`src/rtl/gcl_pkg.sv`:
```
// gcl_pkg: shared types and constants for the gcd / lcm unit.
// Used by gcl_gcd, gcl_div and gcd_lcm_unit; depends on nothing.

package gcl_pkg;

	// Fixed field widths of the request and result
	localparam int FIELD_WIDTH  = 32;
	localparam int RESULT_WIDTH = 64;

	// Operation codes carried on kind
	localparam logic KIND_GCD = 1'b0;
	localparam logic KIND_LCM = 1'b1;

	// Status of an iterative arithmetic unit toward the sequencer
	typedef struct packed {
		logic busy;
		logic done;
	} unit_status_t;

endpackage

```
`src/rtl/gcl_gcd.sv`:
```
// gcl_gcd: iterative binary gcd of two unsigned magnitudes.
// One shared subtract/shift step per cycle. Depends on gcl_pkg.

module gcl_gcd #(
	parameter int W = 32
) (
	input  logic                 clk,
	input  logic                 arst_n,
	input  logic                 start,
	input  logic [W-1:0]         mag_a,
	input  logic [W-1:0]         mag_b,
	output gcl_pkg::unit_status_t status,
	output logic [W-1:0]         gcd_value
);

	localparam int KW = (W > 1) ? $clog2(W) : 1;

	logic [W-1:0]  x_q;
	logic [W-1:0]  y_q;
	logic [KW-1:0] k_q;
	logic [W-1:0]  g_q;
	logic          busy_q;
	logic          done_q;
	logic [W:0]    diff_xy;
	logic [W:0]    diff_yx;

	// Shared difference unit: both orders, borrow picks the larger side
	assign diff_xy = {1'b0, x_q} - {1'b0, y_q};
	assign diff_yx = {1'b0, y_q} - {1'b0, x_q};

	// Step the reduction: strip common twos, strip single twos, subtract
	always_ff @(posedge clk or negedge arst_n) begin
		if (!arst_n) begin
			busy_q <= 1'b0;
			done_q <= 1'b0;
			k_q    <= '0;
		end else begin
			done_q <= 1'b0;
			if (start) begin
				x_q    <= mag_a;
				y_q    <= mag_b;
				k_q    <= '0;
				busy_q <= 1'b1;
			end else if (busy_q) begin
				if (x_q == '0) begin
					g_q    <= y_q << k_q;
					busy_q <= 1'b0;
					done_q <= 1'b1;
				end else if (y_q == '0) begin
					g_q    <= x_q << k_q;
					busy_q <= 1'b0;
					done_q <= 1'b1;
				end else if (!x_q[0] && !y_q[0]) begin
					x_q <= x_q >> 1;
					y_q <= y_q >> 1;
					k_q <= k_q + 1'b1;
				end else if (!x_q[0]) begin
					x_q <= x_q >> 1;
				end else if (!y_q[0]) begin
					y_q <= y_q >> 1;
				end else if (!diff_xy[W]) begin
					x_q <= diff_xy[W:1];
				end else begin
					y_q <= diff_yx[W:1];
				end
			end
		end
	end

	assign status.busy = busy_q;
	assign status.done = done_q;
	assign gcd_value   = g_q;

endmodule

```
`src/rtl/gcl_div.sv`:
```
// gcl_div: restoring unsigned divider, one quotient bit per cycle.
// Divisor must be nonzero. Depends on gcl_pkg.

module gcl_div #(
	parameter int W = 32
) (
	input  logic                 clk,
	input  logic                 arst_n,
	input  logic                 start,
	input  logic [W-1:0]         dividend,
	input  logic [W-1:0]         divisor,
	output gcl_pkg::unit_status_t status,
	output logic [W-1:0]         quotient
);

	localparam int CW = $clog2(W + 1);

	logic [W-1:0]  rem_q;
	logic [W-1:0]  quo_q;
	logic [W-1:0]  den_q;
	logic [CW-1:0] cnt_q;
	logic          busy_q;
	logic          done_q;
	logic [W:0]    shifted;
	logic [W:0]    trial;

	// Shift in the next dividend bit and try the subtraction
	assign shifted = {rem_q, quo_q[W-1]};
	assign trial   = shifted - {1'b0, den_q};

	// Iterate W times, restoring on borrow
	always_ff @(posedge clk or negedge arst_n) begin
		if (!arst_n) begin
			busy_q <= 1'b0;
			done_q <= 1'b0;
			cnt_q  <= '0;
		end else begin
			done_q <= 1'b0;
			if (start) begin
				rem_q  <= '0;
				quo_q  <= dividend;
				den_q  <= divisor;
				cnt_q  <= CW'(W);
				busy_q <= 1'b1;
			end else if (busy_q) begin
				rem_q <= trial[W] ? shifted[W-1:0] : trial[W-1:0];
				quo_q <= {quo_q[W-2:0], ~trial[W]};
				cnt_q <= cnt_q - 1'b1;
				if (cnt_q == CW'(1)) begin
					busy_q <= 1'b0;
					done_q <= 1'b1;
				end
			end
		end
	end

	assign status.busy = busy_q;
	assign status.done = done_q;
	assign quotient    = quo_q;

endmodule

```
`src/rtl/gcd_lcm_unit.sv`:
```
// gcd_lcm_unit: top level, sequencer around the gcd and divider units.
// Depends on gcl_pkg, gcl_gcd and gcl_div.
//
//  channel | handshake          | payload
//  --------+--------------------+-----------------------------------
//  request | in_valid, in_stall | kind, operand_a, operand_b
//  result  | out_valid,out_stall| result_value
//
// A request runs through the binary gcd unit; for lcm the sequencer then
// runs the divider and a multiply state. The result is then loaded into the
// output register, which out_stall can hold off.
// Reset clears the sequencer and the valid flags; no clearing pass.
// in_stall is high while a request is in work; a finished result waits in
// the output register under out_stall while the next request is taken.

module gcd_lcm_unit #(
	parameter int OPERAND_WIDTH = 32
) (
	input  logic                                   clk,
	input  logic                                   arst_n,
	input  logic                                   in_valid,
	output logic                                   in_stall,
	input  logic                                   kind,
	input  logic signed [gcl_pkg::FIELD_WIDTH-1:0] operand_a,
	input  logic signed [gcl_pkg::FIELD_WIDTH-1:0] operand_b,
	output logic                                   out_valid,
	input  logic                                   out_stall,
	output logic signed [gcl_pkg::RESULT_WIDTH-1:0] result_value
);

	localparam int W  = OPERAND_WIDTH;
	localparam int RW = gcl_pkg::RESULT_WIDTH;

	localparam logic [2:0] ST_IDLE = 3'd0;
	localparam logic [2:0] ST_GCD  = 3'd1;
	localparam logic [2:0] ST_DIV  = 3'd2;
	localparam logic [2:0] ST_MUL  = 3'd3;
	localparam logic [2:0] ST_FIN  = 3'd4;

	logic [2:0]            state_q;
	logic                  kind_q;
	logic                  neg_res_q;
	logic [W-1:0]          mb_q;
	logic [W-1:0]          ma_q;
	logic [RW-1:0]         res_q;
	logic                  out_valid_q;
	logic [RW-1:0]         out_value_q;

	logic [W-1:0]          a_low;
	logic [W-1:0]          b_low;
	logic [W-1:0]          mag_a;
	logic [W-1:0]          mag_b;
	logic                  accept;
	logic                  div_start;
	logic                  out_free;
	logic [W-1:0]          gcd_value;
	logic [W-1:0]          quotient;
	gcl_pkg::unit_status_t gcd_st;
	gcl_pkg::unit_status_t div_st;

	// Take the low W bits as two's complement and form magnitudes
	assign a_low = operand_a[W-1:0];
	assign b_low = operand_b[W-1:0];
	assign mag_a = a_low[W-1] ? (~a_low + 1'b1) : a_low;
	assign mag_b = b_low[W-1] ? (~b_low + 1'b1) : b_low;

	assign in_stall  = (state_q != ST_IDLE);
	assign accept    = in_valid && !in_stall;
	assign out_free  = !out_valid_q || !out_stall;
	assign div_start = (state_q == ST_GCD) && gcd_st.done && (kind_q == gcl_pkg::KIND_LCM)
		&& (ma_q != '0) && (mb_q != '0);

	gcl_gcd #(.W(W)) u_gcd (
		.clk       (clk),
		.arst_n    (arst_n),
		.start     (accept),
		.mag_a     (mag_a),
		.mag_b     (mag_b),
		.status    (gcd_st),
		.gcd_value (gcd_value)
	);

	gcl_div #(.W(W)) u_div (
		.clk      (clk),
		.arst_n   (arst_n),
		.start    (div_start),
		.dividend (ma_q),
		.divisor  (gcd_value),
		.status   (div_st),
		.quotient (quotient)
	);

	// Sequence: gcd, then for lcm divide and multiply (zero if an operand is zero), then load the result
	always_ff @(posedge clk or negedge arst_n) begin
		if (!arst_n) begin
			state_q <= ST_IDLE;
		end else begin
			case (state_q)
				ST_IDLE: begin
					if (accept) begin
						kind_q    <= kind;
						ma_q      <= mag_a;
						mb_q      <= mag_b;
						neg_res_q <= (kind == gcl_pkg::KIND_LCM) && (a_low[W-1] != b_low[W-1]);
						state_q   <= ST_GCD;
					end
				end
				ST_GCD: begin
					if (gcd_st.done) begin
						if (kind_q == gcl_pkg::KIND_GCD) begin
							res_q   <= RW'(gcd_value);
							state_q <= ST_FIN;
						end else if (div_start) begin
							state_q <= ST_DIV;
						end else begin
							// lcm with a zero operand
							res_q     <= '0;
							neg_res_q <= 1'b0;
							state_q   <= ST_FIN;
						end
					end
				end
				ST_DIV: begin
					if (div_st.done) begin
						state_q <= ST_MUL;
					end
				end
				ST_MUL: begin
					res_q   <= RW'(quotient) * RW'(mb_q);
					state_q <= ST_FIN;
				end
				ST_FIN: begin
					if (out_free) begin
						state_q <= ST_IDLE;
					end
				end
				default: begin
					state_q <= ST_IDLE;
				end
			endcase
		end
	end

	// Result register: load when free, hold under stall, drop when taken
	always_ff @(posedge clk or negedge arst_n) begin
		if (!arst_n) begin
			out_valid_q <= 1'b0;
		end else begin
			if ((state_q == ST_FIN) && out_free) begin
				out_valid_q <= 1'b1;
				out_value_q <= neg_res_q ? (~res_q + 1'b1) : res_q;
			end else if (out_valid_q && !out_stall) begin
				out_valid_q <= 1'b0;
			end
		end
	end

	assign out_valid    = out_valid_q;
	assign result_value = out_value_q;

	// The gcd unit reports done only while the sequencer waits for it
	a_gcd_done_in_gcd: assert property (@(posedge clk) disable iff (!arst_n)
		gcd_st.done |-> (state_q == ST_GCD))
		else $error("gcd done outside gcd phase");

	// The gcd unit stays busy or finishes while the sequencer waits
	a_gcd_alive: assert property (@(posedge clk) disable iff (!arst_n)
		(state_q == ST_GCD) |-> (gcd_st.busy || gcd_st.done))
		else $error("gcd phase with idle gcd unit");

	// The divider only runs with a nonzero divisor and stays busy or finishes in its phase
	a_div_nonzero: assert property (@(posedge clk) disable iff (!arst_n)
		(state_q == ST_DIV) |-> ((gcd_value != '0) && (div_st.busy || div_st.done)))
		else $error("divider phase with zero divisor or idle divider");

	// A gcd result is never negated
	a_gcd_sign: assert property (@(posedge clk) disable iff (!arst_n)
		((state_q == ST_FIN) && (kind_q == gcl_pkg::KIND_GCD)) |-> !neg_res_q)
		else $error("gcd result marked negative");

endmodule

```
`config.mk`:
```
export PLATFORM = sky130hd
export DESIGN_NAME = gcd_lcm_unit
export DESIGN_NICKNAME = d
export VERILOG_FILES = /design/src/rtl/gcl_pkg.sv /design/src/rtl/gcl_gcd.sv /design/src/rtl/gcl_div.sv /design/src/rtl/gcd_lcm_unit.sv
export SDC_FILE = /design/constraint.sdc
export NUM_CORES = 2
export LEC_CHECK = 0
export ABC_CLOCK_PERIOD_IN_PS = 8630
export BUFFER_PORTS_ARGS = -buffer_cell sky130_fd_sc_hd__buf_2
export CAP_MARGIN = 30
export CORE_MARGIN = 1
export CORE_UTILIZATION = 65
export CTS_BUF_LIST = sky130_fd_sc_hd__clkbuf_8
export DETAILED_ROUTE_END_ITERATION = 10
export PLACE_DENSITY_LB_ADDON = 0.08
export SLEW_MARGIN = 20
export SYNTH_ARGS = -nofsm -noshare
export SYNTH_HDL_FRONTEND = slang
export SYNTH_HIERARCHICAL = 1
export SYNTH_SLANG_ARGS = --single-unit
export TNS_END_PERCENT = 10
```
`constraint.sdc`:
```
create_clock -name clk -period 8.63 [get_ports clk]
set_clock_uncertainty 0.05 [all_clocks]
set_input_delay 1.726 -clock clk [delete_from_list [all_inputs] [get_ports clk]]
set_output_delay 1.726 -clock clk [all_outputs]
set_load 0.05 [all_outputs]
```
Yosys cells after proc, flatten, opt, wreduce, memory -nomap -nowiden. Cells that the tools add are included.

Register bits: 405. Output and inout bits: 66. Word-level logic and storage cells: 162.

Add/subtract/negate cells: 8. Multipliers: 1. Eq/ne operators: 18. Shift operators: 2. Mux-type cells: 64. Bitwise logic cells: 5. Reductions and logical operators: 42.

Operator list (number): $mux W32 (24); $mux W64 (4); $pmux W64 S2 (1); $sub A32 B32 Y33 (2); $add A32 B1 Y32 const B (2); $add A64 B1 Y64 const B (1); $logic_not A32 Y1 (2); $mul A32 B32 Y64 (1); $not A32 Y32 (2); $not A64 Y64 (1); $reduce_bool A32 Y1 (2); $shl A32 B5 Y32 (2); $sub A33 B32 Y33 (1); $mux W5 (5); $mux W1 (20); $reduce_and A4 Y1 (5); $mux W3 (6); $reduce_and A6 Y1 (3); $pmux W3 S5 (1); $reduce_bool A2 Y1 (7); $mux W6 (2); $ne A2 B2 Y1 const B (6); $ne A4 B4 Y1 const B (3); $logic_and A1 B1 Y1 (9); other kinds (18) (28).

Depth between registers and ports, before layout.
Depth in word-level cells: 9. Gate-level depth with buffers: 27.

Hierarchy. Netlist, hierarchy kept.

Modules (own cells, without submodules): gcd_lcm_unit (times used 1, cells each 4484, area an instance 42872.4 µm²); gcl_gcd (times used 1, cells each 1177, area an instance 10078.4 µm²); gcl_div (times used 1, cells each 618, area an instance 6545.0 µm²).

Worst setup path before layout. No wires, ideal clock.

Path kind: register to register. Start: reg mb_q[2]. End: reg res_q[63], data pin. Setup time: 0.270 ns. Arrival time: 7.102 ns. Required time: 8.310 ns. Path slack: 1.209 ns. Cell stages (with the launch flop): 26. Path buffers: 2. Path through: edfxtp_1 -> clkbuf_1 -> and2_1 -> fa_1 -> inv_1 -> fa_1 -> fa_1 -> fa_1 -> inv_1 -> fa_1 -> inv_1 -> fa_1 -> inv_1 -> fa_1 -> fa_1 -> ha_1 -> clkbuf_2 -> nand4_1 -> o211ai_1 -> a21oi_1 -> or4_1 -> o22ai_1 -> a31oi_1 -> or4_1 -> mux2i_1 -> a21oi_1.

Cells in the longest elaborated chain, start to end: 2.

Ends and longest elaborated chain: start, declared (line gcd_lcm_unit.sv:43) `logic [W-1:0] mb_q;`; start signal, assigned (line gcd_lcm_unit.sv:103) `mb_q <= mag_b;`; $mul A32 B32 Y64 (line gcd_lcm_unit.sv:129) `res_q <= RW'(quotient) * RW'(mb_q);`; $pmux W64 S2 (line gcd_lcm_unit.sv:98) `case (state_q)`; end signal, assigned (line gcd_lcm_unit.sv:111) `res_q <= RW'(gcd_value);`; end signal, assigned (line gcd_lcm_unit.sv:129); end, declared (line gcd_lcm_unit.sv:45) `logic [RW-1:0] res_q;`.

No other way between the ends. A chain may end at the register's enable or synchronous reset.

Worst setup path after layout.
Start: reg u_div.quo_q[10] (netlist: u_div/quotient[10]). End: reg res_q[63], data pin.

Cells in the longest elaborated chain, start to end: 2.

Ends and longest elaborated chain: start, declared (line gcl_div.sv:19) `logic [W-1:0] quo_q;`; start signal, assigned (line gcl_div.sv:41) `quo_q <= dividend;`; start signal, assigned (line gcl_div.sv:47) `quo_q <= {quo_q[W-2:0], ~trial[W]};`; $mul A32 B32 Y64 (line gcd_lcm_unit.sv:129); $pmux W64 S2 (line gcd_lcm_unit.sv:98).

No other way between the ends.

==> flow_summary.json <==
{
  "crit_chain": "and2_1, fa_1, fa_1, inv_1, fa_1, fa_1, inv_1, fa_1, fa_1, fa_1, fa_1, ha_2, nand2_1, o21ai_1, a21oi_1, or4_1, o22ai_1, buf_4, a31oi_1, or4_1, mux2i_1, a21oi_1",
  "r2r-start": "u_div/quotient[10]",
  "hpwl_um": 144000,
  "start_kind": "flop",
  "syn-num-nets": 7608,
  "fmax_mhz": 119,
  "hold_path_end": "u_div/den_q[7]",
  "worstSkewPairLatency_ns": 0.74,
  "io_pins": 135,
  "cp_slowest_stage_delay_ns": 0.84,
  "core_um2": 90300,
  "fin_crit_sh": 0.978,
  "final.min_clock_period_ns": 8.44,
  "postRouteWirelength_um": 183000,
  "vdd_drop_max_uv": 246,
  "setup_viol": 0,
  "grt-ovfl-total": 0,
  "worst_hold_startpoint": "u_gcd/gcd_value[7]",
  "endpoint_kind": "flop",
  "drt_first_iter_violations": 4771,
  "critPathArrivalTime_ns": 8.82,
  "worstMarginPinSlew_ns": 1.08,
  "syn_inst": 6277,
  "portBuffers": 134,
  "r2r-end": "res_q[63]",
  "drive_above_1_share": 0.0871,
  "cts_buffer_depth": 3,
  "layout_commonest_cell": "inv_1",
  "clock-sinks": 405,
  "start_util": 0.659,
  "worst-r2r-cell-count": 22,
  "fp.dieH_um": 305,
  "tritoncts": "built",
  "gr-max-usage-layer": "met2",
  "grt_max_degree": 73,
  "track_usage": 0.401,
  "grt_first_pass_wirelength_um": 281000,
  "cts_max_level": 3,
  "outcome": "finished clean",
  "ys_warn_count": 6,
  "setup_ws_ns": 0.193,
  "maxCapViolCount": 0,
  "synth_area_um2": 59500,
  "numCtsBuffers": 75,
  "cp_common_cell": "fa_1",
  "clockRootBuffer": "clkbuf_8",
  "min_path_cells": 0,
  "syn_avg_cell_area_um2": 9.48,
  "vias": 47000,
  "clk_pin_slew_ns": 0.06,
  "drv_slew": 0,
  "dieArea_um2": 92700,
  "final_hold_viol_count": 0,
  "p_leak_uw": 0.0283,
  "gr-usage-met3": 0.0673,
  "routed_via_density": 6.24,
  "drcViolationCount": 0,
  "preCtsSetupSlack_ns": 0.134,
  "use_met1": 0.528,
  "gp_congestion": 1.03,
  "post_drt_wl_per_cell_um": 24.3,
  "hold_path_class": "reg -> reg",
  "r2r_slack_ns": 0.19,
  "firstDrtPassIters": 6,
  "slowest_stage": "edfxtp_1",
  "finalNetCount": 7629,
  "rsz0062_at_grt": "yes",
  "area_growth_pct": 6.31,
  "critical_path.max_fanout": 20,
  "setup_tns_ns": 0,
  "dieWidth_um": 305,
  "postRouteAntennaNets": 0,
  "max_slew_margin": 0.274,
  "fill_cells": 7055,
  "gr-usage-met2": 0.628,
  "power_density_nw_per_um2": 155,
  "antenna_found_initial": 7,
  "rows": 110,
  "first_global_vias": 47800,
  "crit_required_ns": 9.01,
  "final_cell_mix": "1043 x inv_1, 899 x fa_1, 644 x and2_1, 619 x nand2_1, 386 x edfxtp_1",
  "path_class": "reg -> reg"
}
worst max-delay path by stage:
stage | from | to | slack [ns] | cells past startpoint
2_1_floorplan | mb_q[2] | res_q[63] | 1.21 | 25
6_report | u_div/quotient[10] | res_q[63] | 0.19 | 22
3_3_place_gp | mb_q[16] | res_q[63] | 0.24 | 22
3_5_place_dp | u_div/quotient[14] | res_q[62] | 0.13 | 22
4_1_cts | u_div/quotient[14] | res_q[63] | 0.11 | 22
5_1_grt | mb_q[17] | res_q[63] | -0.05 | 24
per-stage QoR:
| step | total power, µW | hold slack [ns] | cell area [µm²] | util | cells |
|---|---|---|---|---|---|
| final | 9780 | 0.401 | 63200 | 0.700 | 7540 |
| after global routing | 10200 | 0.414 | 63200 | 0.700 | 7536 |
| after CTS | 9570 | 0.404 | 62900 | 0.697 | 7510 |
| after detailed placement | 7520 | 0.390 | 61400 | 0.680 | 7373 |
| after global placement | 7490 | 0.385 | 61300 | 0.679 | 7368 |
| after floorplan | 6050 | 0.377 | 59500 | - | 6277 |
worst max-delay path, delay by kind of cell, from the launching register on:
family	cells	cell delay (ns)
AO/OA/AOI/OAI	5	0.82
AND/OR/NAND/NOR	4	1.44
flip-flops	1	0.84
multiplexers	1	0.16
adder cells (fa/ha/maj)	9	4.49
buffers and inverters	3	0.31
power by group:
group / total (µW) / switching [µW] / leakage [µW] / internal, µW
logic: 4850 / 3090 / 0.0237 / 1760
clock network: 2050 / 986 / 0.000855 / 1060
registers: 2880 / 387 / 0.00380 / 2500
registers in the layout, indices dropped and copies added, names as in the netlist:
name             count
u_gcd/gcd_value     32
neg_res_q            1
kind_q               1
u_gcd/x_q           32
u_gcd/busy_q         1
u_gcd/done_q         1
u_gcd/k_q            5
u_div/den_q         32
ma_q                32
u_div/done_q         1
u_div/rem_q         32
u_gcd/y_q           32
u_div/cnt_q          6
mb_q                32
u_div/busy_q         1
out_valid            1
result_value        64
state_q              3
res_q               64
u_div/quotient      32
routing by layer:
layer	up-vias	wire, µm
met2	2530	84000
met4	0	13100
met5	-	0
li1	20500	-
met3	556	16700
met1	23500	69500
area by class of cell:
class	count	area, µm²	area share
Timing Repair Buffer	300	2080	0.0330
Inverter	1033	3880	0.0613
Sequential cell	405	12100	0.191
Multi-Input combinational cell	4483	42100	0.666
Tap cell	1176	1470	0.0233
Antenna cell	6	15.0	0.000237
Clock inverter	61	532	0.00841
Clock buffer	76	1050	0.0165
repair_timing:
action / CTS / global route
setup endpoints to repair: 0 / 10
setup buffers: 0 / 21
resized for setup: 0 / 10
hold buffers: 0 / 0
Note: power is estimated with default switching activity, not from simulation.
